File: config.mk
export PLATFORM = sky130hd
export DESIGN_NAME = text_terminal_number_writer_flat
export DESIGN_NICKNAME = d
export VERILOG_FILES = /design/src/hw/rtl/ttnw_pkg.sv /design/src/hw/rtl/ttnw_channels.sv /design/src/hw/rtl/text_terminal_number_writer.sv /design/src/hw/rtl/ttnw_ctrl.sv /design/src/hw/rtl/ttnw_datapath.sv /design/src/flat_wrapper.sv
export VERILOG_INCLUDE_DIRS = /design/src /design/src/hw/rtl
export SDC_FILE = /design/constraint.sdc
export NUM_CORES = 1
export LEC_CHECK = 0
export ABC_AREA = 0
export BUFFER_PORTS_ARGS = -buffer_cell sky130_fd_sc_hd__buf_4
export CELL_PAD_IN_SITES_DETAIL_PLACEMENT = 2
export CELL_PAD_IN_SITES_GLOBAL_PLACEMENT = 2
export CORE_ASPECT_RATIO = 1.75
export CORE_MARGIN = 8
export CORE_UTILIZATION = 30
export CTS_CLUSTER_DIAMETER = 120
export DETAILED_ROUTE_END_ITERATION = 7
export PLACE_DENSITY_LB_ADDON = 0.1
export SYNTH_ARGS = -nofsm -noshare
export SYNTH_HDL_FRONTEND = slang
export SYNTH_SLANG_ARGS = --single-unit
File: constraint.sdc
create_clock -name clk -period 6.9 [get_ports clk]
set_input_delay 1.38 -clock clk [delete_from_list [all_inputs] [get_ports clk]]
set_output_delay 1.38 -clock clk [all_outputs]
set_load 0.02 [all_outputs]
File: src/hw/rtl/text_terminal_number_writer_macros.svh
// Assertion macros shared by the text terminal writer RTL.
// No dependencies; included by the files that carry assertions.
`ifndef TEXT_TERMINAL_NUMBER_WRITER_MACROS_SVH
`define TEXT_TERMINAL_NUMBER_WRITER_MACROS_SVH

// Condition holds at every clock edge out of reset
`define TTNW_ASSERT_ALWAYS(label, clk, rst, cond) \
  label: assert property (@(posedge clk) disable iff (rst) (cond)) \
    else $error("ttnw: invariant violated");

// Antecedent implies consequent in the same cycle
`define TTNW_ASSERT_IMPL(label, clk, rst, ante, cons) \
  label: assert property (@(posedge clk) disable iff (rst) (ante) |-> (cons)) \
    else $error("ttnw: same-cycle implication violated");

// Antecedent implies consequent in the next cycle
`define TTNW_ASSERT_NEXT(label, clk, rst, ante, cons) \
  label: assert property (@(posedge clk) disable iff (rst) (ante) |=> (cons)) \
    else $error("ttnw: next-cycle implication violated");

`endif

File: src/hw/rtl/ttnw_pkg.sv
// Package for the text terminal writer: screen geometry, codes and the
// controller/datapath command and status types. No dependencies.
package ttnw_pkg;

  // Screen geometry
  localparam int COLUMNS     = 80;
  localparam int ROWS        = 25;
  localparam int COL_W       = $clog2(COLUMNS);
  localparam int ROW_W       = $clog2(ROWS);

  // Results per item are capped
  localparam int MAX_RESULTS = 35;
  localparam int EMIT_W      = $clog2(MAX_RESULTS + 1);

  // Character steps of each print form
  localparam int DEC_DIGITS  = 10;
  localparam int HEX_DIGITS  = 8;
  localparam int BIN_DIGITS  = 32;
  localparam int PREFIX_LEN  = 2;   // "0x" / "0b"
  localparam int MSG_LEN     = 20;  // "Invalid print format"
  localparam int STEP_W      = 6;

  // Configuration port
  localparam int APB_ADDR_W  = 3;
  localparam int APB_DATA_W  = 32;
  localparam logic [APB_ADDR_W-3:0] REG_TEXT_COLOR = '0;

  localparam logic [7:0] COLOR_DEFAULT = 8'h0F;
  localparam logic [7:0] CHAR_NEWLINE  = 8'd10;

  // Result kinds
  localparam logic KIND_CHAR  = 1'b0;
  localparam logic KIND_CLEAR = 1'b1;

  typedef enum logic [1:0] {
    OP_PLACE = 2'd0,
    OP_PRINT = 2'd1,
    OP_RESET = 2'd2,
    OP_NONE  = 2'd3
  } op_t;

  typedef enum logic [1:0] {
    FMT_DEC = 2'd0,
    FMT_HEX = 2'd1,
    FMT_BIN = 2'd2,
    FMT_BAD = 2'd3
  } fmt_t;

  // Controller to datapath
  typedef struct packed {
    logic load;  // capture the accepted word
    logic step;  // run one character step
    logic home;  // home cursor and emit a clear
  } ttnw_cmd_t;

  // Datapath to controller
  typedef struct packed {
    op_t  op;        // operation of the captured word
    logic last;      // current step is the final one
    logic wrap;      // current step runs past the last row
    logic out_free;  // output register can take a word
  } ttnw_sts_t;

  // Powers of ten for decimal digit count
  function automatic logic [31:0] pow10(input logic [3:0] k);
    logic [31:0] p;
    case (k)
      4'd0:    p = 32'd1;
      4'd1:    p = 32'd10;
      4'd2:    p = 32'd100;
      4'd3:    p = 32'd1000;
      4'd4:    p = 32'd10000;
      4'd5:    p = 32'd100000;
      4'd6:    p = 32'd1000000;
      4'd7:    p = 32'd10000000;
      4'd8:    p = 32'd100000000;
      4'd9:    p = 32'd1000000000;
      default: p = 32'hFFFF_FFFF;
    endcase
    return p;
  endfunction

endpackage

File: src/hw/rtl/ttnw_channels.sv
// Valid/ready channel interfaces of the text terminal writer: the item
// channel and the cell result channel. No dependencies.
interface ttnw_item_if;
  logic               valid;
  logic               ready;
  logic [1:0]         operation;
  logic [7:0]         character;
  logic signed [31:0] number;
  logic [1:0]         format;

  modport source (output valid, operation, character, number, format, input ready);
  modport sink (input valid, operation, character, number, format, output ready);
endinterface

interface ttnw_cell_if;
  logic valid;
  logic ready;
  logic cell_kind;

  modport source (output valid, cell_kind, input ready);
  modport sink (input valid, cell_kind, output ready);
endinterface

File: src/hw/rtl/text_terminal_number_writer.sv
// Text terminal writer, top level: APB text color register, controller and
// datapath. Depends on ttnw_pkg, ttnw_channels, ttnw_ctrl, ttnw_datapath.
//
// Usage: words arrive on items (valid/ready): place a character, print a
// 32-bit signed number (decimal, hex, binary or the invalid-format message),
// or reset the terminal. Each result word on cells carries cell_kind: 0 for
// a character cell written at the cursor, 1 for a screen clear.
// items.ready is high only while the block is idle. After an accept, the
// controller decodes the word in its START state, then runs one character
// step per cycle while the output register can take a word.
// An item runs N character steps, plus a screen clear on each wrap past
// the last row: N is 1 for a character, 11 for decimal, 10 for hex, 34 for
// binary, 20 for the message; a terminal reset runs no step, only a clear.
// The step counter of the digit scanner sets N. At most 35 results per
// item are sent; the cursor still advances for the rest.
// A single output register holds the pending word; while that word waits
// on cells.ready the controller holds its step. Reset (rst, synchronous)
// homes the cursor, empties the output register and sets text_color to 0x0F.
module text_terminal_number_writer (
  input  logic                                clk,
  input  logic                                rst,
  ttnw_item_if.sink                           items,
  ttnw_cell_if.source                         cells,
  input  logic                                psel,
  input  logic                                penable,
  input  logic                                pwrite,
  input  logic [ttnw_pkg::APB_ADDR_W-1:0]     paddr,
  input  logic [ttnw_pkg::APB_DATA_W-1:0]     pwdata,
  output logic [ttnw_pkg::APB_DATA_W-1:0]     prdata,
  output logic                                pready
);
  import ttnw_pkg::*;

  ttnw_cmd_t  cmd;
  ttnw_sts_t  sts;
  logic       in_ready;
  logic [7:0] text_color;
  logic       reg_hit;

  assign items.ready = in_ready;

  ttnw_ctrl u_ctrl (
    .clk      (clk),
    .rst      (rst),
    .in_valid (items.valid),
    .in_ready (in_ready),
    .sts      (sts),
    .cmd      (cmd)
  );

  ttnw_datapath u_datapath (
    .clk       (clk),
    .rst       (rst),
    .cmd       (cmd),
    .sts       (sts),
    .operation (items.operation),
    .character (items.character),
    .number    (items.number),
    .format    (items.format),
    .cells     (cells)
  );

  // Configuration register; a terminal home restores the default color
  assign pready  = 1'b1;
  assign reg_hit = (paddr[APB_ADDR_W-1:2] == REG_TEXT_COLOR);
  assign prdata  = reg_hit ? APB_DATA_W'(text_color) : '0;

  always_ff @(posedge clk) begin
    if (rst) begin
      text_color <= COLOR_DEFAULT;
    end else begin
      if (cmd.home) text_color <= COLOR_DEFAULT;
      if (psel && penable && pwrite && reg_hit) text_color <= pwdata[7:0];
    end
  end

endmodule

File: src/hw/rtl/ttnw_ctrl.sv
// Controller of the text terminal writer: sequences load, character steps
// and clears. Depends on ttnw_pkg.
module ttnw_ctrl (
  input  logic                clk,
  input  logic                rst,
  input  logic                in_valid,
  output logic                in_ready,
  input  ttnw_pkg::ttnw_sts_t sts,
  output ttnw_pkg::ttnw_cmd_t cmd
);
  import ttnw_pkg::*;

  typedef enum logic [1:0] {
    S_IDLE,
    S_START,
    S_RUN,
    S_CLEAR
  } state_t;

  state_t state;
  logic   resume;  // go back to stepping after a clear

  // Commands
  always_comb begin
    cmd      = '0;
    in_ready = (state == S_IDLE);
    case (state)
      S_IDLE:  cmd.load = in_valid;
      S_RUN:   cmd.step = sts.out_free;
      S_CLEAR: cmd.home = sts.out_free;
      default: cmd = '0;
    endcase
  end

  // State
  always_ff @(posedge clk) begin
    if (rst) begin
      state  <= S_IDLE;
      resume <= 1'b0;
    end else begin
      case (state)
        S_IDLE: begin
          if (in_valid) state <= S_START;
        end
        S_START: begin
          if (sts.op == OP_PLACE || sts.op == OP_PRINT) begin
            state <= S_RUN;
          end else if (sts.op == OP_RESET) begin
            resume <= 1'b0;
            state  <= S_CLEAR;
          end else begin
            state <= S_IDLE;
          end
        end
        S_RUN: begin
          if (sts.out_free) begin
            if (sts.wrap) begin
              resume <= !sts.last;
              state  <= S_CLEAR;
            end else if (sts.last) begin
              state <= S_IDLE;
            end
          end
        end
        S_CLEAR: begin
          if (sts.out_free) state <= resume ? S_RUN : S_IDLE;
        end
        default: state <= S_IDLE;
      endcase
    end
  end

endmodule

File: src/hw/rtl/ttnw_datapath.sv
// Datapath of the text terminal writer: captured word, digit scanner,
// cursor, result cap and output register. Depends on ttnw_pkg, ttnw_channels
// and the assertion macro header.
`include "text_terminal_number_writer_macros.svh"

module ttnw_datapath (
  input  logic                clk,
  input  logic                rst,
  input  ttnw_pkg::ttnw_cmd_t cmd,
  output ttnw_pkg::ttnw_sts_t sts,
  input  logic [1:0]          operation,
  input  logic [7:0]          character,
  input  logic signed [31:0]  number,
  input  logic [1:0]          format,
  ttnw_cell_if.source         cells
);
  import ttnw_pkg::*;

  // Captured word
  op_t               op;
  fmt_t              fmt;
  logic [7:0]        ch;
  logic              neg;
  logic [31:0]       mag;
  logic [31:0]       scan;
  logic              seen;
  logic [STEP_W-1:0] cnt;

  // Cursor and output
  logic [COL_W-1:0]  col;
  logic [ROW_W-1:0]  row;
  logic [EMIT_W-1:0] emitted;
  logic              out_valid;
  logic              out_kind;

  logic              place;
  logic              newline;
  logic              digit_step;
  logic              last;
  logic              col_end;
  logic              row_end;
  logic              out_free;
  logic              can_emit;
  logic [STEP_W-1:0] load_cnt;

  assign last     = (cnt == '0);
  assign col_end  = (col == COL_W'(COLUMNS - 1));
  assign row_end  = (row == ROW_W'(ROWS - 1));
  assign out_free = !out_valid || cells.ready;
  assign can_emit = (emitted < EMIT_W'(MAX_RESULTS));

  // Step count of the incoming word, counted down to zero
  always_comb begin
    load_cnt = '0;
    if (op_t'(operation) == OP_PRINT) begin
      case (fmt_t'(format))
        FMT_DEC: load_cnt = STEP_W'(DEC_DIGITS);
        FMT_HEX: load_cnt = STEP_W'(HEX_DIGITS + PREFIX_LEN - 1);
        FMT_BIN: load_cnt = STEP_W'(BIN_DIGITS + PREFIX_LEN - 1);
        default: load_cnt = STEP_W'(MSG_LEN - 1);
      endcase
    end
  end

  // What the current step does
  always_comb begin
    place      = 1'b0;
    newline    = 1'b0;
    digit_step = 1'b0;
    if (op == OP_PLACE) begin
      newline = (ch == CHAR_NEWLINE);
      place   = !newline;
    end else begin
      case (fmt)
        FMT_DEC: begin
          // sign step first, then one step per decimal position
          if (cnt == STEP_W'(DEC_DIGITS)) place = neg;
          else place = (mag >= pow10(cnt[3:0])) || last;
        end
        FMT_HEX: begin
          digit_step = (cnt < STEP_W'(HEX_DIGITS));
          place      = !digit_step || (scan[31:28] != 4'd0) || seen || last;
        end
        FMT_BIN: begin
          digit_step = (cnt < STEP_W'(BIN_DIGITS));
          place      = !digit_step || scan[31] || seen || last;
        end
        default: place = 1'b1;
      endcase
    end
  end

  // Status
  always_comb begin
    sts.op       = op;
    sts.last     = last;
    sts.wrap     = (place && col_end && row_end) || (newline && row_end);
    sts.out_free = out_free;
  end

  // Captured word and digit scanner
  always_ff @(posedge clk) begin
    if (cmd.load) begin
      op   <= op_t'(operation);
      fmt  <= fmt_t'(format);
      ch   <= character;
      neg  <= number[31];
      mag  <= number[31] ? (32'd0 - $unsigned(number)) : $unsigned(number);
      scan <= $unsigned(number);
      seen <= 1'b0;
      cnt  <= load_cnt;
    end else if (cmd.step) begin
      if (!last) cnt <= cnt - STEP_W'(1);
      if (digit_step) begin
        seen <= seen | place;
        if (fmt == FMT_HEX) scan <= {scan[27:0], 4'd0};
        else scan <= {scan[30:0], 1'b0};
      end
    end
  end

  // Cursor, result cap and output register
  always_ff @(posedge clk) begin
    if (rst) begin
      col       <= '0;
      row       <= '0;
      emitted   <= '0;
      out_valid <= 1'b0;
    end else begin
      if (cells.ready) out_valid <= 1'b0;
      if (cmd.load) emitted <= '0;
      if (cmd.step && (place || newline)) begin
        if (place && !col_end) begin
          col <= col + COL_W'(1);
        end else begin
          col <= '0;
          row <= row_end ? '0 : row + ROW_W'(1);
        end
      end
      if (cmd.home) begin
        col <= '0;
        row <= '0;
      end
      if (((cmd.step && place) || cmd.home) && can_emit) begin
        out_valid <= 1'b1;
        out_kind  <= cmd.home ? KIND_CLEAR : KIND_CHAR;
        emitted   <= emitted + EMIT_W'(1);
      end
    end
  end

  assign cells.valid     = out_valid;
  assign cells.cell_kind = out_kind;

  `TTNW_ASSERT_ALWAYS(a_cursor_range, clk, rst,
    (col <= COL_W'(COLUMNS - 1)) && (row <= ROW_W'(ROWS - 1)))
  `TTNW_ASSERT_ALWAYS(a_emit_cap, clk, rst, emitted <= EMIT_W'(MAX_RESULTS))
  `TTNW_ASSERT_IMPL(a_no_overwrite, clk, rst, cmd.step || cmd.home, out_free)
  `TTNW_ASSERT_NEXT(a_home_cursor, clk, rst, cmd.home, (col == '0) && (row == '0))

endmodule

File: src/flat_wrapper.sv
// flat-port wrapper written by rule: the top's interface ports become plain ports
module text_terminal_number_writer_flat import ttnw_pkg::*;
  (clk, rst, psel, penable, pwrite, paddr, pwdata, prdata, pready, items_valid, items_operation, items_character, items_number, items_format, items_ready, cells_valid, cells_cell_kind, cells_ready);
  ttnw_item_if items_i ();
  ttnw_cell_if cells_i ();
  input  logic clk;
  input  logic rst;
  input  logic psel;
  input  logic penable;
  input  logic pwrite;
  input  logic [ttnw_pkg::APB_ADDR_W-1:0] paddr;
  input  logic [ttnw_pkg::APB_DATA_W-1:0] pwdata;
  output logic [ttnw_pkg::APB_DATA_W-1:0] prdata;
  output logic pready;
  input wire logic [$bits(items_i.valid)-1:0] items_valid;
  input wire logic [$bits(items_i.operation)-1:0] items_operation;
  input wire logic [$bits(items_i.character)-1:0] items_character;
  input wire logic [$bits(items_i.number)-1:0] items_number;
  input wire logic [$bits(items_i.format)-1:0] items_format;
  output wire logic [$bits(items_i.ready)-1:0] items_ready;
  output wire logic [$bits(cells_i.valid)-1:0] cells_valid;
  output wire logic [$bits(cells_i.cell_kind)-1:0] cells_cell_kind;
  input wire logic [$bits(cells_i.ready)-1:0] cells_ready;
  assign items_i.valid = items_valid;
  assign items_i.operation = items_operation;
  assign items_i.character = items_character;
  assign items_i.number = items_number;
  assign items_i.format = items_format;
  assign items_ready = items_i.ready;
  assign cells_valid = cells_i.valid;
  assign cells_cell_kind = cells_i.cell_kind;
  assign cells_i.ready = cells_ready;
  text_terminal_number_writer u_core (.clk(clk), .rst(rst), .items(items_i), .cells(cells_i), .psel(psel), .penable(penable), .pwrite(pwrite), .paddr(paddr), .pwdata(pwdata), .prdata(prdata), .pready(pready));
endmodule
After elaboration in Yosys (flattened, before gate mapping) --
Memory sizes are Yosys's and may differ from the RTL's. A register that Yosys moved wholly into a read port is not among the register bits. Cells that the tools add are included.
Word-level totals: register bits 115, latch bits 0, memory bits (writable) 0, memory bits (read-only) 512, output and inout port bits 36, logic and storage cells 148, memories kept 1
Cells by class: $add $sub $neg 5, multiply operators 0, div/mod/pow operators 0, magnitude comparators 4, eq/ne operators 22, shift operators 0, muxes and demuxes 47, bitwise gates (word level) 4, reductions and logical operators 48
Memory list:
- (name not given) | words 16, width 32, read ports 1, clocked after memory_dff 1, write ports 0, RTL line ttnw_pkg.sv:67 | case (k)
Operator list (number):
- $mux W32 | 7
- $mux W6 | 6
- $ge A32 B32 Y1 | 1
- $sub A1 B32 Y32 const A | 1
- $mux W31 | 1
- $mux W8 | 3
- $pmux W6 S3 | 1
- $mux W2 | 8
- $mux W1 | 14
- $logic_or A1 B1 Y1 | 12
- $lt A6 B6 Y1 const B | 2
- $reduce_bool A2 Y1 | 6
- $eq A2 B1 Y1 const B | 5
- $eq A2 B2 Y1 const B | 5
- $logic_and A1 B1 Y1 | 10
- $ne A2 B2 Y1 const B | 5
- $reduce_and A2 Y1 | 5
- $eq A8 B4 Y1 const B | 1
- $logic_not A2 Y1 | 4
- $pmux W2 S4 | 1
- $add A7 B1 Y7 const B | 1
- $eq A7 B7 Y1 const B | 1
- $mux W7 | 1
- $add A6 B1 Y6 const B | 1
- 19 further kinds | 28

Longest topological paths before layout --
depth after elaboration 15, mapped depth 13, mapped depth without buffers 13

Hierarchy --
Synthesis repeated with hierarchy kept, for this count alone.
Unflattened totals: cells, all modules 742, area, all modules 7643.6 um^2
Modules (own cells, without submodules):
- ttnw_datapath | instances 1, cells an instance 646, area an instance 6829.0 um^2
- text_terminal_number_writer | instances 1, cells an instance 70, area an instance 619.3 um^2
- ttnw_ctrl | instances 1, cells an instance 26, area an instance 195.2 um^2

Worst setup path after synthesis --
No wires, ideal clock.
path type in2reg, start input items_number[5], end register u_core.u_datapath.mag[29] (data pin), data arrival time 4128 ps, required time 6642 ps, path slack 2513 ps, cell stages on the path 8, cells stage by stage or4_4 -> or3_4 -> or3_4 -> or3_4 -> or4_4 -> or3_4 -> o31ai_4 -> xnor2_1
On the way: word-level cells in the longest chain between the ends 2
Ends and longest elaborated chain:
- start, declared | RTL line flat_wrapper.sv:18 | input wire logic [$bits(items_i.number)-1:0] items_number;
- $sub A1 B32 Y32 | RTL line ttnw_datapath.sv:108 | mag <= number[31] ? (32'd0 - $unsigned(number)) : $unsigned(number);
- $mux W31 | RTL line ttnw_datapath.sv:108
- end signal, assigned | RTL line ttnw_datapath.sv:108
- end, declared | RTL line ttnw_datapath.sv:24 | logic [31:0] mag;
No other way between the ends. A chain may end at the register's enable or synchronous reset.

Worst setup path after layout --
Ends and elaborated chain as after synthesis.

==> results.md <==
- Status: finished, final reports clean
- Final setup vio count: 0
- Hold_sp: u_core.text_color[3]
- PortBufs: 70
- Fill count: 2,698
- Clock Skews: roughly 0.0079 ns
- Fraction of layout cells with a size suffix above 1: 0.152
- Nets: between 900 and 1,000
- CTS root buffer: clkbuf_16
- Synth Register Bits: 139
- Cell area after layout: 8890 sq um
- Vias: 5,616
- Core area: roughly 25,000 sq um
- H-tree Lvls: 4
- Leakage Power: between 3 and 4 nW
- Synth Area per Inst: about 10 sq um
- Pwr dens: approximately 280 nW/um^2
- Vias in the first global route: 6,566
- CP startpoint kind: input pin
- Starting density of the core: 0.302
- Crit path DAT: 4.40 ns
- Drt first pass iters: 4
- Initial antenna violation count: 0
- Cells taking the most area after synthesis: edfxtp_1, dfxtp_1, ha_1, nand2_1, o21ai_0
- Count of pins over their slew limit: 0
- Multi-input logic area: 3580 sq um
- Fmax: 0.237 GHz
- Post-synth top area share: 0.334
- Largest fanout on the critical path: 4
- First-pass GRT wire length: approximately 35,000 um
- Synthesized cell area: 7540 sq um
- Post-synth EDFFs: 84
- CP Capture Type: register
- Setup TNS: 0 ns
- Post-synth cell types: 55
- Tightest Pin Transition: roughly 1.2 ns
- Cell Count, Final, Fillers Out: 1,144
- Yosys warns: 0
- R2R cell count: 11
- CTS tree: yes
- Routed WL: 21,300 um
- Leading area contributor after synthesis: edfxtp_1
- Clk sink count: 139
- Most frequent cells in the layout: nand2_1, edfxtp_1, buf_4
- Post-CTS setup buffers: 0
- Max-cap violations: 0
- Asr flop ratio synth: 0
- GRT Residual Overflow: 0
- Diode count: 0
- DRC Markers: 0
- Post-synthesis sequential area ratio: 0.481
- Clock Path Buffers: 2
- Reg2Reg Setup Slack: 3.19 ns
- Detailed Route Iter0 Violations: 107
- Reg2reg end: u_core.u_datapath.emitted[0]
- Die width: 136 um
- Dominant synthesized flop cell: edfxtp_1
- Die H: 226 um
- Area Growth Syn to Fin: 17.9%
- VDD IR-drop max: 0.168 mV
- Final worst-path cycle share: 0.611
- Gate count of the mapped netlist: roughly 750
- Number of I/O pins: about 120
- Die Area: 30,700 sq um
- Post-cts resize count: 0
- Pin count of the biggest net entering global routing: 79
- Core Rows: a little under 80
- Rel. slew slack: 0.202
- Routed Antenna Nets: 0
- CTS buffer count: 17
- Critical path class: input pin to register
- Hold EP: u_core.text_color[3]
- Placed insts: 1,112
- # hold bufs at CTS: 0
- GPL Wtd Cong: 0.791
- Register area: about 3600 sq um
- WL per Instance: 18.6 um
- Clock-pin slew on the worst setup and hold paths: 0.06 ns
- Post-DP Area: approximately 8300 sq um
- Worst-Skew Late Latency: 0.43 ns
- Hpwl dp: between 15,000 and 20,000 um
- RSZ-0062 raised after global routing: no
- Vias per inst: 4.91
- Hold Path Stages: 2
- HP Class: register to register
- GRT Util Overall: 0.147
- Fin. Hold Viols: 0
- Critical path required time: approximately 7.1 ns
- Post-layout minimum cycle time: approximately 4.2 ns
layout make-up:
cell class              count  area share
clock buffers              19      0.0535
clock inverters            13      0.0101
inverters                  41      0.0175
multi-input cells         540       0.403
flip-flops and latches    139       0.408
well taps                 316      0.0445
repair buffers             76      0.0642
metrics by stage:
| step | power [mW] | util | hold WS, ns | setup slack, ns |
|---|---|---|---|---|
| 2_1_floorplan | 1.47 | - | 0.434 | 2.51 |
| 3_3_place_gp | 1.65 | 0.334 | 0.450 | 2.24 |
| 3_5_place_dp | 1.69 | 0.334 | 0.480 | 2.22 |
| 4_1_cts | 2.59 | 0.356 | 0.495 | 2.70 |
| 5_1_grt | 2.69 | 0.356 | 0.513 | 2.60 |
| 6_report | 2.53 | 0.356 | 0.489 | 2.69 |
synth_stat cells, types with 12 or more instances:
| cell type | n |
|---|---|
| a21oi_1 | 31 |
| buf_4 | 25 |
| clkbuf_1 | 21 |
| dfxtp_1 | 55 |
| edfxtp_1 | 84 |
| ha_1 | 53 |
| inv_1 | 41 |
| mux2i_1 | 30 |
| nand2_1 | 84 |
| nand2b_1 | 19 |
| nand3_1 | 12 |
| nand3b_1 | 12 |
| nor2_1 | 47 |
| nor2b_1 | 12 |
| o21ai_0 | 61 |
| xnor2_1 | 32 |
power breakdown:
part	switching [mW]	internal, mW
logic	0.352	0.223
clock network	0.374	0.501
registers	0.0566	1.02
per-layer routing:
layer	part of all wire	wire length, um	track usage	vias to the layer above
li1	-	-	-	2752
met1	0.34	7360	0.128	2745
met2	0.59	12600	0.298	85
met3	0.033	709	0.0352	34
met4	0.029	620	0.0680	0
met5	0	0	0	-
cell families after synthesis:
group	after synthesis	synth area share
AO/OA/AOI/OAI	150	0.121
multiplexers	32	0.0428
adder cells (fa/ha/maj)	53	0.0879
AND/OR/NAND/NOR	242	0.166
XOR/XNOR	38	0.0441
flip-flops	139	0.481
other	2	0.000996
buffers and inverters	89	0.0567
critical path, cell delays in order:
cell and delay (ns):
buf_4 0.13, or4_4 0.54, or3_4 0.36, or3_4 0.39, or3_4 0.40, or4_4 0.51, or3_4 0.41, o31ai_4 0.19
xnor2_1 0.08
worst max-delay path by stage:
stage                     from                        end  slack [ns]  depth (start not counted)
6_report       items_number[5]  u_core.u_datapath.mag[29]        2.69                          9
5_1_grt            items_valid                   register        2.60                         11
4_1_cts        items_number[5]  u_core.u_datapath.mag[29]        2.70                          9
3_5_place_dp   items_number[5]  u_core.u_datapath.mag[29]        2.22                          9
3_3_place_gp   items_number[5]  u_core.u_datapath.mag[29]        2.24                          9
2_1_floorplan  items_number[5]  u_core.u_datapath.mag[29]        2.51                          8
Note: power is estimated with default switching activity, not from simulation.
